## src/sv/tbb_pkg.sv

```systemverilog
// ----------------------------------------------------------------------------
// Triangle box binner package
// Widths, register indices, shared types and helper functions.
// ----------------------------------------------------------------------------
package tbb_pkg;

    localparam int POINT_CAPACITY = 1024;
    localparam int BOXES_PER_SIDE = 4;

    localparam int VTX_W   = 10;
    localparam int COORD_W = 24;
    localparam int FRAC_W  = 8;
    localparam int BOX_W   = 16;
    localparam int ID_W    = 32;
    localparam int GL_W    = 5;
    localparam int BL_W    = 4;
    localparam int AXES    = 3;

    localparam int PT_AW = (POINT_CAPACITY > 1) ? $clog2(POINT_CAPACITY) : 1;
    localparam int CNT_W = $clog2(BOXES_PER_SIDE + 1);
    localparam int SH_W  = 5;

    localparam int S_TDATA_W = 104;
    localparam int M_TDATA_W = 80;
    localparam int CFG_AW    = 4;
    localparam int CFG_DW    = 32;
    localparam int CFG_IW    = 2;

    localparam logic [CFG_IW-1:0] REG_GRID_LEVELS = 2'd0;
    localparam logic [CFG_IW-1:0] REG_BOX_LEVEL   = 2'd1;
    localparam logic [CFG_IW-1:0] REG_FIRST_ID    = 2'd2;

    typedef logic [COORD_W-1:0] coord_t;
    typedef logic [CNT_W-1:0]   cnt_t;

    // x in the lowest bits
    typedef struct packed {
        coord_t z;
        coord_t y;
        coord_t x;
    } point_t;

    typedef struct packed {
        cnt_t [AXES-1:0] lo;
        cnt_t [AXES-1:0] hi;
    } box_range_t;

    typedef struct packed {
        logic load;
        logic acc;
    } bound_ctl_t;

    function automatic logic [PT_AW-1:0] pt_index(input logic [VTX_W-1:0] v);
        logic [VTX_W+PT_AW-1:0] w;
        begin
            w = {{PT_AW{1'b0}}, v};
            return w[PT_AW-1:0];
        end
    endfunction

    function automatic logic pt_in_range(input logic [VTX_W-1:0] v);
        logic [VTX_W+PT_AW-1:0] w;
        begin
            w = {{PT_AW{1'b0}}, v};
            return w < (VTX_W + PT_AW)'(POINT_CAPACITY);
        end
    endfunction

    // Boxes per side: 2^(grid - box), at least one, at most BOXES_PER_SIDE.
    function automatic cnt_t box_count(input logic [GL_W-1:0] gl,
                                       input logic [BL_W-1:0] bl);
        logic [31:0] full;
        cnt_t        res;
        begin
            if ({1'b0, bl} >= gl) begin
                full = 32'd1;
            end else begin
                full = 32'd1 << (gl - {1'b0, bl});
            end
            if (full > 32'(BOXES_PER_SIDE)) begin
                res = CNT_W'(BOXES_PER_SIDE);
            end else begin
                res = full[CNT_W-1:0];
            end
            return res;
        end
    endfunction

endpackage

```

## src/sv/tbb_bound_unit.sv

```systemverilog
// ----------------------------------------------------------------------------
// Triangle box binner bound unit
// Folds one vertex a cycle into the running bounding box and turns the box
// into clamped ranges of box indices per axis.
// ----------------------------------------------------------------------------
module tbb_bound_unit import tbb_pkg::*; (
    input  logic            aclk,
    input  bound_ctl_t      ctl,
    input  point_t          vertex,
    input  logic [GL_W-1:0] grid_levels,
    input  logic [BL_W-1:0] box_level,
    output box_range_t      range
);

    logic [AXES-1:0][COORD_W-1:0] pv;
    logic [AXES-1:0][COORD_W-1:0] min_reg, min_next;
    logic [AXES-1:0][COORD_W-1:0] max_reg, max_next;
    logic [SH_W-1:0]              sh;
    cnt_t                         nbox;
    logic [COORD_W-1:0]           a_idx  [AXES];
    logic [COORD_W:0]             b_sum  [AXES];
    logic [COORD_W+1:0]           b_idx  [AXES];

    assign pv = vertex;

    always_comb begin
        min_next = min_reg;
        max_next = max_reg;
        for (int d = 0; d < AXES; d++) begin
            if (ctl.load) begin
                min_next[d] = pv[d];
                max_next[d] = pv[d];
            end else if (ctl.acc) begin
                if (pv[d] < min_reg[d]) begin
                    min_next[d] = pv[d];
                end
                if (pv[d] > max_reg[d]) begin
                    max_next[d] = pv[d];
                end
            end
        end
    end

    always_ff @(posedge aclk) begin
        min_reg <= min_next;
        max_reg <= max_next;
    end

    // The upper end takes max + 1 voxel, which gives the one-voxel halo.
    always_comb begin
        sh   = SH_W'(FRAC_W) + {1'b0, box_level};
        nbox = box_count(grid_levels, box_level);
        range = '0;
        for (int d = 0; d < AXES; d++) begin
            a_idx[d] = min_reg[d] >> sh;
            b_sum[d] = {1'b0, max_reg[d]} + (COORD_W + 1)'(1 << FRAC_W);
            b_idx[d] = {1'b0, b_sum[d] >> sh} + (COORD_W + 2)'(1);
            range.lo[d] = (a_idx[d] > COORD_W'(nbox)) ? nbox : a_idx[d][CNT_W-1:0];
            range.hi[d] = (b_idx[d] > (COORD_W + 2)'(nbox)) ? nbox
                                                              : b_idx[d][CNT_W-1:0];
        end
    end

endmodule

```

## config.mk

```make
export PLATFORM = sky130hd
export DESIGN_NAME = tbb_bound_unit
export DESIGN_NICKNAME = d
export VERILOG_FILES = /design/src/sv/tbb_pkg.sv /design/src/sv/tbb_bound_unit.sv
export SDC_FILE = /design/constraint.sdc
export NUM_CORES = 1
export LEC_CHECK = 0
export BUFFER_PORTS_ARGS = -buffer_cell sky130_fd_sc_hd__buf_2
export CAP_MARGIN = 0
export CORE_UTILIZATION = 35
export DETAILED_ROUTE_END_ITERATION = 6
export GPL_ROUTABILITY_DRIVEN = 0
export GPL_TIMING_DRIVEN = 0
export HOLD_SLACK_MARGIN = 0.05
export MAX_ROUTING_LAYER = met4
export PLACE_DENSITY = 0.52
export REMOVE_ABC_BUFFERS = 1
export SKIP_LAST_GASP = 1
export SLEW_MARGIN = 20
export SYNTH_ARGS = -nofsm -noshare
export SYNTH_HDL_FRONTEND = slang
export SYNTH_SLANG_ARGS = --single-unit
```

## constraint.sdc

```tcl
create_clock -name aclk -period 6.1 [get_ports aclk]
set_input_delay 0.305 -clock aclk [delete_from_list [all_inputs] [get_ports aclk]]
set_output_delay 0.305 -clock aclk [all_outputs]
set_load 0.01 [all_outputs]
```

==> results of run 1 <==
## what timing repair did
item | CTS | global route
cloned | 2 | 0
endpoints found under the setup margin | 11 | 17
pin swaps | 2 | 3
hold endpoints to repair | 76 | 0
buffers inserted | 3 | 12
hold buffers | 42 | 0
gates resized for setup | 5 | 15
## worst max-delay path: stages (launching register included)
cell	delay [ps]
edfxtp_1	510
ha_1	330
nand2_2	200
nor4_4	440
mux2i_1	230
o221ai_1	140
a21o_2	260
o211ai_1	370
inv_1	160
ha_1	350
ha_1	300
nor2b_1	140
o21ai_0	150
maj3_1	200
o311a_2	180
o2111ai_2	150
nor4_4	320
mux2i_2	380
buf_2	200
## logic make-up after synthesis
family / Yosys count
simple gates: 608
compound gates: 509
buf+inv: 263
fa+ha+maj: 170
flops: 144
mux: 81
xor+xnor: 37
## placed cells by master, fill, tap and decap left out, types with 50 or more instances in the layout
cell type / instances
buf_2: 97
edfxtp_1: 144
inv_1: 158
a21oi_1: 107
o21ai_0: 101
nand2_1: 153
mux2i_1: 58
nor2_1: 101
nand4_1: 50
ha_1: 166
## layout make-up
class | count | share of cell area [%]
clock buffer | 17 | 2.35
timing repair buffer | 168 | 6.78
timing repair inverter | 1 | 0.0277
clock inverter | 15 | 0.955
antenna | 1 | 0.0138
tap | 592 | 4.10
multi-input combinational | 1406 | 58.3
inverter | 165 | 3.53
sequential | 144 | 23.9
## power groups by stage
stage                     Combinational [mW]  Clock (mW)  Sequential [mW]
after floorplan                        0.817           0             1.28
after global placement                  1.21           0             1.30
after detailed placement                1.25           0             1.30
after CTS                               1.28        1.11             1.28
after global routing                    1.45        1.13             1.30
final                                   1.31        1.07             1.28
## through the flow
stage,TNS [ps],util [%],hold WS [ps]
2_1_floorplan,0,-,404
3_5_place_dp,-3140,37.8,528
3_3_place_gp,-65190,37.2,531
6_report,0,40.5,85.2
4_1_cts,0,40.2,50.8
5_1_grt,0,40.5,68.9
## per-layer routing
metal | vias up | wire length, um | track usage (%)
li1 | 7095 | - | -
met1 | 7170 | 23900 | 30.2
met2 | 502 | 23500 | 35.5
met3 | 87 | 2720 | 3.16
met4 | 0 | 1690 | 9.20
met5 | - | 0 | -
## worst max-delay path by stage
stage | from | end | slack [ps] | depth (start not counted)
2_1_floorplan | max_reg[60]$_DFFE_PP_ | range[7] | 1100 | 15
3_3_place_gp | box_level[1] | range[2] | -3960 | 18
3_5_place_dp | box_level[3] | range[2] | -520 | 17
4_1_cts | max_reg[8]$_DFFE_PP_ | range[2] | 30 | 18
5_1_grt | max_reg[9]$_DFFE_PP_ | range[0] | 10 | 18
6_report | max_reg[9]$_DFFE_PP_ | range[2] | 310 | 18
## synth_stat cells, types with 13 or more instances
cell type  number
nor4_1         26
nor2b_1        28
nand3_1        47
nand4_1        49
o221ai_1       13
xnor2_1        29
nor2_1        105
ha_1          166
o31ai_1        14
a21oi_1       108
inv_1         164
o21ai_0       101
a21o_1         39
a31oi_1        17
nor3_1         46
nand2_1       155
a211oi_1       24
buf_2          36
o22ai_1        18
nand2b_1       29
o211ai_1       18
mux2i_1        60
clkbuf_1       32
edfxtp_1      144
==> impl_metrics.toml, run 1 <==
[pwr]
ir_worst_vdd_mv = 0.161
p_leak_nw = 7.38
p_total_mw = 3.66
power_density_nw_per_um2 = 203
internal_power_mw = 2.29
comb_power_share_pct = 35.7
switching_share_pct = 37.4
pwr-share-seq_pct = 35.1
switchingPower_mw = 1.37
clockPowerShare_pct = 29.3

[clock_network]
path_clk_slew_ps = 70
clock_latency_ps = 480
cts.sinks = 144
cts_tree = "done"
htreeDepth = 4
cts_buffers = 17
root_buffer = "clkbuf_16"
clock_path_buffers = 2

[floorplanning]
ios = 102
dieArea_um2 = 46500
rows = 77
chipWidth_um = 216
coreArea_um2 = 44600
start_util_pct = 35.8
die_h_um = 216

[yosys]
synth_edf_count = 144
avgSynthCellArea_um2 = 8.81
yosysTopAreaCell = "edfxtp_1"
synth-simple-area-share_pct = 21.7
ys_async_sr_fraction_pct = 0
synth_cell_types = 120
synth_top_family_by_area = "compound AO/OA/AOI/OAI gates"
synthesis.area_um2 = 16000
synth_area_leaders = "edfxtp_1 (27%), ha_1 (13%), inv_1 (3.9%), mux2i_1 (3.8%), nand2_1 (3.6%)"
synthFlopType = "edfxtp_1"
synth_seq_cells = 144
synth-compound-area-share_pct = 22.3
yosys_warnings = 0
ys_seq_area_share_pct = 27.1
synthXorXnorAreaFrac_pct = 2.03
yosys.area.top_type_share_pct = 27.1
synth_cells = 1812
synth_mux_area_share_pct = 5.94
synth_fa_ha_area_share_pct = 13.3

[run_status]
status = "complete, no violations"

[detailed_routing]
vias = 14900
first_pass_iters = 6
drc = 0
viasPerCell = 5.92
drt-initial-drc-count = 1353
ant_nets = 0
routedWlPerCell_um = 20.6
finalWirelength_um = 51800

[worst_setup_path]
cp-end-kind = "primary output"
arrival_ps = 5480
required_ps = 5790
cp_max_fo = 9
r2r_start = "min_reg[49]$_DFFE_PP_"
rrSetupSlack_ps = 2620
r2r_end = "min_reg[58]$_DFFE_PP_"
crit_type = "register to primary output"
r2r.worst_path.cells = 14
cp-start-kind = "register"

[placed_design]
dpl.hpwl_um = 38100
dp_cells = 2417
portBuffers = 101
post-place-ws_ps = -517
dpl-instance-area_um2 = 16800

[global_routing]
grt_max_degree = 108
grtUsageTotal_pct = 22.9
grt_pass1_wl_um = 80700
antenna_found_initial = 1
grt_overflow = 0
grt_pass1_vias = 14000

[timing]
finClkSkew_ps = 14.8
hold_violations = 0
finalSetupViolCount = 0
worst_slack_ps = 313
final_max_slew_viol_count = 0
period_needed_ps = 5790
rsz0062_at_grt = "false"
post-route-period-util_pct = 94.9
fmax_mhz = 173
slew_headroom_pct = 28.3
tightest_slew_ps = 1080

[finish]
drive_gt1_share_pct = 14.5
fin_cells = 2509
fillers = 4440
area_growth_pct = 13.2
fin_nets = 2154
final_area_um2 = 18100
seq_area_um2 = 4320
multi_input_area_um2 = 10500

[hold_path]
hold_end = "min_reg[59]$_DFFE_PP_"
min_path_type = "input pin to register"
hp-start = "vertex[59]"
hold_depth = 1

[flow_run]
maxCapViolCount = 0
(Power assumes the default switching activity.)
==> run 2: changes to the inputs <==
--- a/config.mk
+++ b/config.mk
@@ -14,6 +14,7 @@
 export HOLD_SLACK_MARGIN = 0.05
 export MAX_ROUTING_LAYER = met4
 export PLACE_DENSITY = 0.52
+export RECOVER_POWER = 25
 export REMOVE_ABC_BUFFERS = 1
 export SKIP_LAST_GASP = 1
 export SLEW_MARGIN = 20
==> impl_metrics.toml, run 2 (synthesis results as in run 1) <==
[run_status]
status = "complete, no violations"

[worst_setup_path]
critPathMaxStageDelay_ps = 510
crit_buf_inv = 2
arrival_ps = 5470
r2r_start = "min_reg[49]$_DFFE_PP_"
r2r_end = "min_reg[58]$_DFFE_PP_"
crit_type = "register to primary output"
cp-end-kind = "primary output"
required_ps = 5790
cp_max_fo = 9
path_delay_family = "compound AO/OA/AOI/OAI gates"
slowest_stage = "edfxtp_1"
rrSetupSlack_ps = 2630
timing.critical_path.cells = "ha_1, nand2_2, nor4_4, mux2i_1, o221ai_1, a21o_2, o211ai_1, inv_1, ha_1, ha_1, nor2b_1, o21ai_0, maj3_1, o311a_2, o2111ai_2, nor4_4, mux2i_2, buf_2"
cp-start-kind = "register"
path_common_cell = "ha_1"
r2r.worst_path.cells = 14

[floorplanning]
ios = 102
rows = 77
chipWidth_um = 216
coreArea_um2 = 44600
die_h_um = 216
dieArea_um2 = 46500
start_util_pct = 35.8

[hold_path]
min_path_type = "input pin to register"
hp-start = "vertex[59]"
hold_depth = 1
hold_end = "min_reg[59]$_DFFE_PP_"

[timing]
final_max_slew_viol_count = 0
slew_headroom_pct = 28.0
setup_tns_ps = 0
finalSetupViolCount = 0
rsz0062_at_grt = "false"
finClkSkew_ps = 14.9
period_needed_ps = 5780
post-route-period-util_pct = 94.7
hold_violations = 0
fmax_mhz = 173
tightest_slew_ps = 1080
holdWs_ps = 165

[clock_network]
clock_latency_ps = 480
cts.sinks = 144
path_clk_slew_ps = 70
cts_buffers = 17
htreeDepth = 4
root_buffer = "clkbuf_16"
cts_tree = "done"
clock_path_buffers = 2

[pwr]
pwr-share-seq_pct = 35.1
switchingPower_mw = 1.37
internal_power_mw = 2.29
comb_power_share_pct = 35.6
power_density_nw_per_um2 = 203
switching_share_pct = 37.4
p_total_mw = 3.66
p_leak_nw = 7.28
clockPowerShare_pct = 29.3
ir_worst_vdd_mv = 0.162

[finish]
final_cell_mix = "ha_1 (166), inv_1 (158), nand2_1 (153), edfxtp_1 (144), a21oi_1 (107)"
area_growth_pct = 12.9
final_common_cell = "ha_1"
antennaDiodeCount = 0
multi_input_area_um2 = 10500
fillers = 4453
seq_area_um2 = 4320
fin_nets = 2154
drive_gt1_share_pct = 12.5
post-route-util_pct = 40.4

[global_routing]
grt_pass1_wl_um = 80700
grt_max_degree = 108
grt_overflow = 0
grtUsageTotal_pct = 22.9
grt_pass1_vias = 14000
antenna_found_initial = 0

[detailed_routing]
finalWirelength_um = 51700
first_pass_iters = 5
drt-initial-drc-count = 1239
viasPerCell = 5.90
drc = 0
vias = 14800
ant_nets = 0
wl_met1_um = 23800
wl_met2_um = 23300
met3_length_um = 2810
highest_layer = "met4"
routedWlPerCell_um = 20.6

[flow_run]
maxCapViolCount = 0

[placed_design]
dpl.hpwl_um = 38100
portBuffers = 101
## run 2: cell types whose count changed in the layout (fill, tap and decap cells not counted)
cell and delta:
buf_2 -38, clkbuf_1 +38, diode_2 -1
## run 2: power by group through the flow
| stage | clock [mW] | sequential [mW] | combinational, mW |
|---|---|---|---|
| 6_report | 1.07 | 1.28 | 1.30 |
| 5_1_grt | 1.13 | 1.30 | 1.44 |
| 4_1_cts | 1.11 | 1.28 | 1.28 |
| 3_5_place_dp | 0 | 1.30 | 1.25 |
| 3_3_place_gp | 0 | 1.30 | 1.21 |
| 2_1_floorplan | 0 | 1.28 | 0.817 |
## run 2: repair_timing
| action | CTS | global route |
|---|---|---|
| endpoints found under the setup margin | 11 | 17 |
| setup buffers | 3 | 12 |
| pin swaps | 2 | 3 |
| resized for setup | 5 | 15 |
| hold endpoints to repair | 76 | 0 |
| cloned | 2 | 0 |
| hold buffers | 42 | 0 |
## run 2: stage by stage
step,setup WS (ps),std cells,cell area [um2]
6_report,321,2508,18000
3_3_place_gp,-3960,2407,16600
3_5_place_dp,-517,2417,16800
4_1_cts,26.0,2496,17900
2_1_floorplan,1100,1714,15400
5_1_grt,12.0,2508,18000
## run 2: how the worst max path moves through the flow
stage,from,to,slack [ps],cells past startpoint
after floorplan,max_reg[60]$_DFFE_PP_,range[7],1100,15
after global placement,box_level[1],range[2],-3960,18
after detailed placement,box_level[3],range[2],-520,17
after CTS,max_reg[8]$_DFFE_PP_,range[2],30,18
after global routing,max_reg[9]$_DFFE_PP_,range[0],10,18
final,max_reg[9]$_DFFE_PP_,range[2],320,18
## run 2: cell type report
class / instances / share of cell area [%]
Clock buffer: 17 / 2.36
Clock inverter: 15 / 0.958
Inverter: 165 / 3.54
Multi-Input combinational cell: 1406 / 58.5
Sequential cell: 144 / 24.0
Tap cell: 592 / 4.11
Timing Repair Buffer: 168 / 6.53
Timing Repair inverter: 1 / 0.0278
## run 2: layer usage
metal	global-route usage, %	vias to the layer above
met5	-	-
met4	9.20	0
met3	3.16	97
met2	35.5	486
met1	30.2	7108
li1	-	7095
